--- src/sv/prhb_pkg.sv ---
// ----------------------------------------------------------------------------
// prhb_pkg
// types and constants shared by the retransmit history buffer modules
// ----------------------------------------------------------------------------
package prhb_pkg;

	localparam logic [1:0] REQ_PACKET  = 2'd0;
	localparam logic [1:0] REQ_RETX    = 2'd1;
	localparam logic [1:0] REQ_FLUSH   = 2'd2;

	localparam logic [7:0] MAX_PACKETS_RESET = 8'd100;

	typedef struct packed {
		logic [1:0]  req_type;
		logic [15:0] seq_num;
		logic        seq_given;
		logic [15:0] packet_handle;
	} prhb_in_t;

	typedef struct packed {
		logic [15:0] out_handle;
		logic [15:0] out_seq;
		logic        is_retransmit;
		logic        last;
	} prhb_out_t;

	typedef struct packed {
		logic [15:0] seq;
		logic [15:0] handle;
	} prhb_entry_t;

	typedef enum logic [2:0] {
		ST_IDLE,
		ST_DECODE,
		ST_SCAN,
		ST_EMIT_RD,
		ST_EMIT_WR,
		ST_EMIT_LAST
	} prhb_state_t;

	typedef struct packed {
		logic load_in;
		logic hist_push;
		logic flush;
		logic scan_start;
		logic scan_step;
		logic pend_push;
		logic emit_start;
		logic pend_read;
		logic out_load_pend;
		logic out_load_pkt;
	} prhb_cmd_t;

	typedef struct packed {
		logic [1:0] req_type;
		logic       seq_given;
		logic       hist_empty;
		logic       pend_empty;
		logic       pend_full;
		logic       idx_zero;
		logic       out_free;
		logic       hit;
		logic       scan_done;
	} prhb_sts_t;

endpackage

--- src/sv/packet_retransmit_history_buffer.sv ---
// ----------------------------------------------------------------------------
// packet_retransmit_history_buffer
// ring of recent packets with a queue of requested resends
// ----------------------------------------------------------------------------
// one item at a time; a packet gives its queued resends and then the new packet,
// each step waiting while the output is full; a request searches the history
// from the newest entry and stops on a hit or when all entries are searched,
// and does not search when no number is given, the history is empty or the
// resend queue is full
// reset clears history count, newest pointer, pending count, output valid and
// sets the limit to 100; the memories are not cleared
// ----------------------------------------------------------------------------
module packet_retransmit_history_buffer #(
	parameter int HISTORY_DEPTH = 128,
	parameter int PENDING_DEPTH = 16
) (
	input  logic                clk,
	input  logic                arst_n,
	// input items: packet, resend request or flush
	input  logic                req_valid,
	output logic                req_ready,
	input  prhb_pkg::prhb_in_t  req_item,
	// result items: queued resends first, new packet last
	output logic                rsp_valid,
	input  logic                rsp_ready,
	output prhb_pkg::prhb_out_t rsp_item,
	// history limit register, always ready
	input  logic                cfg_valid,
	output logic                cfg_ready,
	input  logic [7:0]          cfg_data
);

	prhb_pkg::prhb_cmd_t cmd;
	prhb_pkg::prhb_sts_t sts;

	// register writes land at once, the port never stalls
	assign cfg_ready = 1'b1;

	// sequencer: decodes the captured item and steps the datapath
	prhb_ctrl u_ctrl (
		.clk       (clk),
		.arst_n    (arst_n),
		.req_valid (req_valid),
		.req_ready (req_ready),
		.sts       (sts),
		.cmd       (cmd)
	);

	// datapath: history ring, pending store, search compare, output register
	prhb_dp #(
		.HISTORY_DEPTH (HISTORY_DEPTH),
		.PENDING_DEPTH (PENDING_DEPTH)
	) u_dp (
		.clk       (clk),
		.arst_n    (arst_n),
		.req_item  (req_item),
		.cfg_valid (cfg_valid),
		.cfg_data  (cfg_data),
		.rsp_valid (rsp_valid),
		.rsp_ready (rsp_ready),
		.rsp_item  (rsp_item),
		.cmd       (cmd),
		.sts       (sts)
	);

endmodule

--- src/sv/prhb_ctrl.sv ---
// ----------------------------------------------------------------------------
// prhb_ctrl
// sequencer for packet insert, resend emission, history search and flush
// ----------------------------------------------------------------------------
module prhb_ctrl (
	input  logic                clk,
	input  logic                arst_n,
	input  logic                req_valid,
	output logic                req_ready,
	input  prhb_pkg::prhb_sts_t sts,
	output prhb_pkg::prhb_cmd_t cmd
);

	prhb_pkg::prhb_state_t state_q, state_d;

	always_ff @(posedge clk or negedge arst_n) begin
		if (!arst_n) begin
			state_q <= prhb_pkg::ST_IDLE;
		end else begin
			state_q <= state_d;
		end
	end

	always_comb begin
		state_d   = state_q;
		cmd       = '0;
		req_ready = 1'b0;
		case (state_q)
			prhb_pkg::ST_IDLE: begin
				req_ready = 1'b1;
				if (req_valid) begin
					cmd.load_in = 1'b1;
					state_d     = prhb_pkg::ST_DECODE;
				end
			end
			prhb_pkg::ST_DECODE: begin
				state_d = prhb_pkg::ST_IDLE;
				case (sts.req_type)
					prhb_pkg::REQ_PACKET: begin
						cmd.hist_push = 1'b1;
						if (sts.pend_empty) begin
							state_d = prhb_pkg::ST_EMIT_LAST;
						end else begin
							cmd.emit_start = 1'b1;
							state_d        = prhb_pkg::ST_EMIT_RD;
						end
					end
					prhb_pkg::REQ_RETX: begin
						if (sts.seq_given && !sts.pend_full && !sts.hist_empty) begin
							cmd.scan_start = 1'b1;
							state_d        = prhb_pkg::ST_SCAN;
						end
					end
					prhb_pkg::REQ_FLUSH: begin
						cmd.flush = 1'b1;
					end
					default: begin
						state_d = prhb_pkg::ST_IDLE;
					end
				endcase
			end
			prhb_pkg::ST_SCAN: begin
				if (sts.hit) begin
					cmd.pend_push = 1'b1;
					state_d       = prhb_pkg::ST_IDLE;
				end else if (sts.scan_done) begin
					state_d = prhb_pkg::ST_IDLE;
				end else begin
					cmd.scan_step = 1'b1;
				end
			end
			prhb_pkg::ST_EMIT_RD: begin
				cmd.pend_read = 1'b1;
				state_d       = prhb_pkg::ST_EMIT_WR;
			end
			prhb_pkg::ST_EMIT_WR: begin
				if (sts.out_free) begin
					cmd.out_load_pend = 1'b1;
					state_d = sts.idx_zero ? prhb_pkg::ST_EMIT_LAST : prhb_pkg::ST_EMIT_RD;
				end
			end
			prhb_pkg::ST_EMIT_LAST: begin
				if (sts.out_free) begin
					cmd.out_load_pkt = 1'b1;
					state_d          = prhb_pkg::ST_IDLE;
				end
			end
			default: begin
				state_d = prhb_pkg::ST_IDLE;
			end
		endcase
	end

endmodule

--- src/sv/prhb_dp.sv ---
// ----------------------------------------------------------------------------
// prhb_dp
// history ring, pending store, search pipeline and output register
// ----------------------------------------------------------------------------
module prhb_dp #(
	parameter int HISTORY_DEPTH = 128,
	parameter int PENDING_DEPTH = 16
) (
	input  logic                clk,
	input  logic                arst_n,
	input  prhb_pkg::prhb_in_t  req_item,
	input  logic                cfg_valid,
	input  logic [7:0]          cfg_data,
	output logic                rsp_valid,
	input  logic                rsp_ready,
	output prhb_pkg::prhb_out_t rsp_item,
	input  prhb_pkg::prhb_cmd_t cmd,
	output prhb_pkg::prhb_sts_t sts
);

	localparam int PW = (HISTORY_DEPTH > 1) ? $clog2(HISTORY_DEPTH) : 1;
	localparam int CW = $clog2(HISTORY_DEPTH + 1);
	localparam int LW = (CW > 8) ? CW : 8;
	localparam int QW = $clog2(PENDING_DEPTH + 1);
	localparam int IW = (PENDING_DEPTH > 1) ? $clog2(PENDING_DEPTH) : 1;

	logic [7:0]          max_packets_q;
	prhb_pkg::prhb_in_t  in_q;
	logic [PW-1:0]       newest_q;
	logic [CW-1:0]       hist_count_q;
	logic [QW-1:0]       pend_count_q;
	logic [IW-1:0]       idx_q;
	logic [PW-1:0]       scan_slot_q;
	logic [CW-1:0]       scan_left_q;
	logic                cmp_v_s1;
	prhb_pkg::prhb_entry_t hist_rd_s1;
	prhb_pkg::prhb_entry_t pend_rd_q;
	logic                rsp_valid_q;
	prhb_pkg::prhb_out_t rsp_item_q;

	prhb_pkg::prhb_entry_t hist_mem [HISTORY_DEPTH];
	prhb_pkg::prhb_entry_t pend_mem [PENDING_DEPTH];

	logic [LW-1:0] max_ext;
	logic [CW-1:0] limit;
	logic [CW:0]   count_inc;
	logic [PW-1:0] newest_inc;
	logic [PW-1:0] slot_dec;
	logic          out_free;

	// effective limit: zero or oversize means full ring
	always_comb begin
		max_ext = LW'(max_packets_q);
		if (max_ext == '0 || max_ext > LW'(HISTORY_DEPTH)) begin
			limit = CW'(HISTORY_DEPTH);
		end else begin
			limit = CW'(max_ext);
		end
	end

	assign count_inc  = {1'b0, hist_count_q} + (CW+1)'(1);
	assign newest_inc = (newest_q == PW'(HISTORY_DEPTH - 1)) ? '0 : newest_q + PW'(1);
	assign slot_dec   = (scan_slot_q == '0) ? PW'(HISTORY_DEPTH - 1) : scan_slot_q - PW'(1);
	assign out_free   = !rsp_valid_q || rsp_ready;

	always_ff @(posedge clk or negedge arst_n) begin
		if (!arst_n) begin
			max_packets_q <= prhb_pkg::MAX_PACKETS_RESET;
			newest_q      <= '0;
			hist_count_q  <= '0;
			pend_count_q  <= '0;
			cmp_v_s1      <= 1'b0;
			rsp_valid_q   <= 1'b0;
		end else begin
			if (cfg_valid) begin
				max_packets_q <= cfg_data;
			end
			if (cmd.hist_push) begin
				newest_q <= newest_inc;
				if (count_inc > {1'b0, limit}) begin
					hist_count_q <= limit;
				end else begin
					hist_count_q <= count_inc[CW-1:0];
				end
			end
			if (cmd.flush) begin
				hist_count_q <= '0;
				pend_count_q <= '0;
			end
			if (cmd.scan_start || cmd.pend_push) begin
				cmp_v_s1 <= 1'b0;
			end else if (cmd.scan_step) begin
				cmp_v_s1 <= (scan_left_q != '0);
			end
			if (cmd.pend_push) begin
				pend_count_q <= pend_count_q + QW'(1);
			end
			if (cmd.out_load_pkt) begin
				pend_count_q <= '0;
			end
			if (cmd.out_load_pend || cmd.out_load_pkt) begin
				rsp_valid_q <= 1'b1;
			end else if (rsp_ready) begin
				rsp_valid_q <= 1'b0;
			end
		end
	end

	always_ff @(posedge clk) begin
		if (cmd.load_in) begin
			in_q <= req_item;
		end
		if (cmd.scan_start) begin
			scan_slot_q <= newest_q;
			scan_left_q <= hist_count_q;
		end else if (cmd.scan_step && scan_left_q != '0) begin
			scan_slot_q <= slot_dec;
			scan_left_q <= scan_left_q - CW'(1);
		end
		if (cmd.emit_start) begin
			idx_q <= IW'(pend_count_q - QW'(1));
		end else if (cmd.out_load_pend) begin
			idx_q <= idx_q - IW'(1);
		end
		if (cmd.out_load_pend) begin
			rsp_item_q.out_handle    <= pend_rd_q.handle;
			rsp_item_q.out_seq       <= pend_rd_q.seq;
			rsp_item_q.is_retransmit <= 1'b1;
			rsp_item_q.last          <= 1'b0;
		end else if (cmd.out_load_pkt) begin
			rsp_item_q.out_handle    <= in_q.packet_handle;
			rsp_item_q.out_seq       <= in_q.seq_num;
			rsp_item_q.is_retransmit <= 1'b0;
			rsp_item_q.last          <= 1'b1;
		end
	end

	// history ring, one write port and one registered read port
	always_ff @(posedge clk) begin
		if (cmd.hist_push) begin
			hist_mem[newest_inc] <= '{seq: in_q.seq_num, handle: in_q.packet_handle};
		end
		if (cmd.scan_step && scan_left_q != '0) begin
			hist_rd_s1 <= hist_mem[scan_slot_q];
		end
	end

	// pending store, kept in request order
	always_ff @(posedge clk) begin
		if (cmd.pend_push) begin
			pend_mem[pend_count_q[IW-1:0]] <= hist_rd_s1;
		end
		if (cmd.pend_read) begin
			pend_rd_q <= pend_mem[idx_q];
		end
	end

	always_comb begin
		sts.req_type   = in_q.req_type;
		sts.seq_given  = in_q.seq_given;
		sts.hist_empty = (hist_count_q == '0);
		sts.pend_empty = (pend_count_q == '0);
		sts.pend_full  = (pend_count_q == QW'(PENDING_DEPTH));
		sts.idx_zero   = (idx_q == '0);
		sts.out_free   = out_free;
		sts.hit        = cmp_v_s1 && (hist_rd_s1.seq == in_q.seq_num);
		sts.scan_done  = (scan_left_q == '0) && !cmp_v_s1;
	end

	assign rsp_valid = rsp_valid_q;
	assign rsp_item  = rsp_item_q;

endmodule

--- config.mk ---
export PLATFORM = sky130hd
export DESIGN_NAME = packet_retransmit_history_buffer
export DESIGN_NICKNAME = d
export VERILOG_FILES = /design/src/sv/prhb_pkg.sv /design/src/sv/packet_retransmit_history_buffer.sv /design/src/sv/prhb_ctrl.sv /design/src/sv/prhb_dp.sv
export SDC_FILE = /design/constraint.sdc
export NUM_CORES = 2
export LEC_CHECK = 0
export BUFFER_PORTS_ARGS = -buffer_cell sky130_fd_sc_hd__buf_4
export CORE_MARGIN = 2
export CORE_UTILIZATION = 53
export DETAILED_ROUTE_END_ITERATION = 6
export HOLD_SLACK_MARGIN = 0.08
export PLACE_DENSITY = 0.68
export SLEW_MARGIN = 20
export SYNTH_ARGS = -nofsm -noshare
export SYNTH_HDL_FRONTEND = slang
export SYNTH_MEMORY_MAX_BITS = 65536
export SYNTH_SLANG_ARGS = --single-unit
--- constraint.sdc ---
create_clock -name clk -period 6.4 [get_ports clk]
set_input_delay 0.32 -clock clk [delete_from_list [all_inputs] [get_ports clk]]
set_output_delay 0.32 -clock clk [all_outputs]
set_load 0.02 [all_outputs]
* Word-level counts from Yosys, hierarchy flattened
Memories as Yosys holds them, arrays and structs flattened. A register that Yosys moved wholly into a read port is not among the register bits. Index checks and enable logic that the tools add are counted.
Storage, ports and cells: bits in registers 121, RAM bits 4608, memories 2
Memories:
- u_dp.hist_mem | depth 128, bits a word 32, rd ports 1, clocked after memory_dff 1, wr ports 1, line prhb_dp.sv:41 | prhb_pkg::prhb_entry_t hist_mem [HISTORY_DEPTH];
- u_dp.pend_mem | depth 16, bits a word 32, rd ports 1, clocked after memory_dff 1, wr ports 1, line prhb_dp.sv:42 | prhb_pkg::prhb_entry_t pend_mem [PENDING_DEPTH];
Cells by class: add/subtract/negate cells 7, magnitude comparators 2, equal/unequal tests 14, mux-type cells 54, reduce and logical (&&, ||, !) cells 30
Operators with widths (count):
- $mux 34 | 2
- $mux 8 | 6
- $mux 7 | 4
- $mux 1 | 25
- $logic_not 8->1 | 3
- $mux 3 | 8
- $pmux 3 s6 | 1
- $eq 16x16->1 | 1
- $mux 5 | 3
- $reduce_bool 2->1 | 6
- $add 8x1->9 const B | 1
- $gt 9x8->1 | 1
- $gt 8x8->1 const B | 1
- $mux 4 | 2
- $reduce_bool 8->1 | 1
- $sub 4x1->4 const B | 2
- $sub 8x1->8 const B | 1
- $add 7x1->7 const B | 1
- $eq 7x7->1 const B | 1
- $logic_not 7->1 | 1
- $sub 7x1->7 const B | 1
- $eq 3x2->1 const B | 2
- $eq 3x3->1 const B | 2
- $pmux 3 s2 | 1
- other kinds (18) | 30

* Logic depth before layout (Yosys ltp)
word-level depth 10, gate-level depth with buffers 13, gate-level depth less buffers 12

* Cells and area by module
A second synthesis with hierarchy kept.
Unflattened totals: cells, all modules 8018, area, all modules 183504.7 um^2
By module, submodules not included:
- prhb_dp | instances 1, cells an instance 7977, area each 183163.2 um^2, seq. area each 143671.5 um^2
- prhb_ctrl | instances 1, cells an instance 39, area each 330.3 um^2, seq. area each 75.1 um^2
- packet_retransmit_history_buffer | instances 1, cells an instance 2, area each 11.3 um^2, seq. area each 0.0 um^2

* Least setup slack after synthesis
No wires, ideal clock.
kind register to register, start point register u_dp.in_q[30] (netlist name), end point memory u_dp.pend_mem[0][0] (netlist name), enable pin, library setup time 461 ps, data arrival time 5122 ps, required time 5939 ps, setup slack 817 ps, cell stages (with the launch flop) 7, period minus slack after synthesis 5583 ps, cell sequence edfxtp_1 > xor2_1 > nor4_1 > nand4_1 > nor3_2 > nand2_1 > nor3_1
On the way: longest elaborated chain between the ends 6
RTL lines:
- start: declaration | line prhb_dp.sv:28 | prhb_pkg::prhb_in_t in_q;
- start signal: assignment | line prhb_dp.sv:111 | in_q <= req_item;
- $eq 16x16->1 | line prhb_dp.sv:166 | sts.hit = cmp_v_s1 && (hist_rd_s1.seq == in_q.seq_num);
- $logic_and 1x1->1 | line prhb_dp.sv:166
- $mux 1 | line prhb_ctrl.sv:63 | if (sts.hit) begin
- $mux 2 | line prhb_ctrl.sv:28 | case (state_q)
- $mux 1 | line prhb_dp.sv:150 | if (cmd.pend_push) begin
- $mux 1 (implied by the code) | line prhb_dp.sv:151 | pend_mem[pend_count_q[IW-1:0]] <= hist_rd_s1;
- end: declaration | line prhb_dp.sv:42
No other way between the ends.

==> run summary <==
Status - complete, but fails checks
Failing checks - design-rule violations
Gate Count Post-Synth - 7,892
Cts hold-fix bufs - 91
Worst skew pair latency - 0.99 ns
Clock Skews - 0.0449 ns
Pin count of the biggest net entering global routing - 131
IO buf count - 83
CTS resizes - 0
Slew HR - 0.0955
Setup crit end kind - flip-flop
Post-DP HPWL - 259,000 um
Setup violators final - 0
Measured slew at the worst slew-check pin - 1.36 ns
Crit path top cell by count - buf_4
Cell family with most CP delay - buffers and inverters
Number of synthesized flops with an enable pin - 4,758
Die Ht - 591 um
Synth cell count leaders - edfxtp_1 (4,758), mux4_2 (1,152), mux2i_1 (314)
Tcrit/Tclk final - 0.750
Most numerous cell in the Yosys netlist - edfxtp_1
Int Power - 56.1 mW
Worst-path clk slew - 0.07 ns
Hold Violations, Final - 0
Max frequency - 0.208 GHz
Antenna viol nets, final - 0
Gpl congestion - 0.878
DRT iter0 DRCs - 13,100
DP Cell Count - 12,400
Final instance count without filler cells - 13,400
Number of vias per cell - 6.55
Post-DR wirelength/cell - 34.6 um
Slowest CP cell - a21oi_1
P_sw - 20.8 mW
HP Class - in2reg
Clock buffer count from CTS - 458
Site Rows - 215
Number of distinct library cells after synthesis - 59
Starting Density - 0.532
Startpoint class of the critical path - flip-flop
Clock sink count - 4,793
Io pins - 85
Clock group share of total power - 0.342
Drt total wl - 462,000 um
Cell Chain, Critical Path - buf_4 -> buf_4 -> buf_4 -> mux4_2 -> o22ai_1 -> nor3_1 -> a21oi_1 -> nand2_1
Largest area contributor in the netlist - edfxtp_1
Fraction of layout cells with a size suffix above 1 - 0.271
Grt total ovfl - 0
Post-CTS Setup Repair Bufs - 0
Power Density - 373 nW/um^2
CP max stage delay - 1.06 ns
Die Wd - 591 um
Setup Crit Path Kind - reg2reg
#FFs+latches synth - 4,793
Avg Inst Size Synth - 23.1 um^2
TritonRoute pass-1 iters - 7
Synth top area cells - edfxtp_1 (78%), mux4_2 (14%), mux2i_1 (1.7%)
Global-route wire length before repair - 651,000 um
Post-layout minimum cycle time - 4.80 ns
Async set or reset register ratio after synthesis - 0.00689
Root Buffer - clkbuf_16
Post-Synthesis Cell Area - 182,000 um^2
RSZ-0062 raised after global routing - false
Vias in the first global route - 87,300
Total Nets Final - 8,488
VDD IR max - 0.308 mV
CP max FO - 48
CP Buf/Inv Count - 3
Syn nets - 7,958
CTS tree - done
H-tree depth - 5
Sequential Power Share - 0.485
Syn-to-layout area delta - 13.1%
Vias post-DR - 87,500
Switching portion of total power - 0.270
Tot GR Track Use - 0.264
Crit path required time - 7.06 ns
Pins Over Slew Limit - 0
Total negative slack - 0 ns
Core area - 343,000 um^2
Die area - 349,000 um^2
Max_cap viols - 0
CTS Buffer Depth - 4
Sequential share of the synthesized area - 0.788
Commonest register cell after synthesis - edfxtp_1
WP data arrival - 5.46 ns
Gate power share - 0.173
Leakage dissipation - 64.4 nW
Synth top area share - 0.783
Antenna violations before repair - 26
Yosys warnings - 0
Drt drc - 9
==> routing by layer <==
metal / GRT usage / routed length, um / part of all wire
met2: 0.415 / 221000 / 0.48
met1: 0.375 / 176000 / 0.38
met3: 0.0525 / 47000 / 0.10
met5: 0 / 28 / 0.000061
met4: 0.0909 / 17500 / 0.038
==> power by group through the flow <==
stage          Clock [mW]  Sequential [mW]  Combinational, mW
2_1_floorplan           0             38.7               6.99
3_3_place_gp            0             37.9               12.9
3_5_place_dp            0             38.0               13.2
4_1_cts              26.5             37.3               13.2
5_1_grt              27.7             37.3               13.9
6_report             26.3             37.3               13.3
==> sequential cells by signal, indices dropped and copies added, names as in the netlist, 3 cells and up <==
register	count
u_dp.max_ext	8
u_dp.scan_left_q	8
u_ctrl.state_q	3
u_dp.sts	3
u_dp.pend_rd_q	32
u_dp.rsp_item	34
u_dp.pend_count_q	5
u_dp.pend_mem	512
u_dp.in_q	32
u_dp.newest_q	7
u_dp.scan_slot_q	7
u_dp.hist_rd_s1	32
u_dp.idx_q	4
u_dp.hist_mem	4096
u_dp.hist_count_q	8
==> path summary, 6_finish.rpt <==
| check | start | end | slack (ns) | depth (start not counted) |
|---|---|---|---|---|
| max in group asynchronous | arst_n | u_dp.newest_q[5] | 5.70 | 4 |
| setup / recovery | u_dp.scan_slot_q[2] | u_dp.hist_rd_s1[28] | 1.60 | 8 |
| min in group asynchronous | arst_n | u_dp.max_ext[5] | 0.47 | 3 |
| hold / removal | req_item[33] | u_dp.sts[8] | 0.15 | 2 |
| hold reg to reg | u_dp.rsp_item[0] | u_dp.rsp_item[0] | 0.51 | 2 |
| setup reg to reg | u_dp.scan_slot_q[2] | u_dp.hist_rd_s1[28] | 1.60 | 8 |
==> cells by family after synthesis <==
logic type	Yosys count	share of synthesized area
buffers and inverters	455	0.0135
multiplexers	1476	0.160
AND/OR/NAND/NOR	515	0.0133
adder cells (fa/ha/maj)	18	0.00123
AO/OA/AOI/OAI	594	0.0219
other	1	0.0000206
XOR/XNOR	40	0.00192
flip-flops	4793	0.788
==> final cells by class <==
cell class	count	area, um^2
sequential	4793	144000
antenna	12	30.0
tap	4557	5700
timing repair buffer	503	4800
multi-input combinational	2644	37500
clock buffer	570	12000
fill	23300	136000
inverter	22	82.6
clock inverter	266	2440
==> per-stage QoR <==
stage	setup WS (ns)	total power [mW]	area, um^2	util	hold WS (ns)
finish	1.60	76.9	206000	0.602	0.151
global route	1.69	78.9	206000	0.602	0.0872
CTS	1.79	77.1	206000	0.601	0.0811
floorplan	0.817	45.7	182000	-	0.0244
detailed placement	1.82	51.1	191000	0.556	0.337
global placement	1.83	50.9	190000	0.555	0.327
==> placed cells by master, fill, tap and decap left out, types with 14 or more instances in the layout <==
cell,instances
edfxtp_1,4758
mux4_2,1152
clkbuf_16,464
buf_4,353
mux2i_1,314
o22ai_1,275
nor2_4,136
clkinv_1,120
clkbuf_1,106
a22o_1,98
nand2_1,96
dlygate4sd3_1,90
clkinv_2,69
a22oi_1,65
nor2_1,64
nor4_1,52
a31oi_1,50
nor3_1,43
a21oi_1,42
buf_12,42
o21ai_0,40
bufinv_16,39
dfrtp_1,30
xor2_1,25
inv_1,22
nand2b_1,21
ha_1,18
nor4_2,17
xnor2_1,15
nand3_1,14
(Power assumes the default switching activity.)
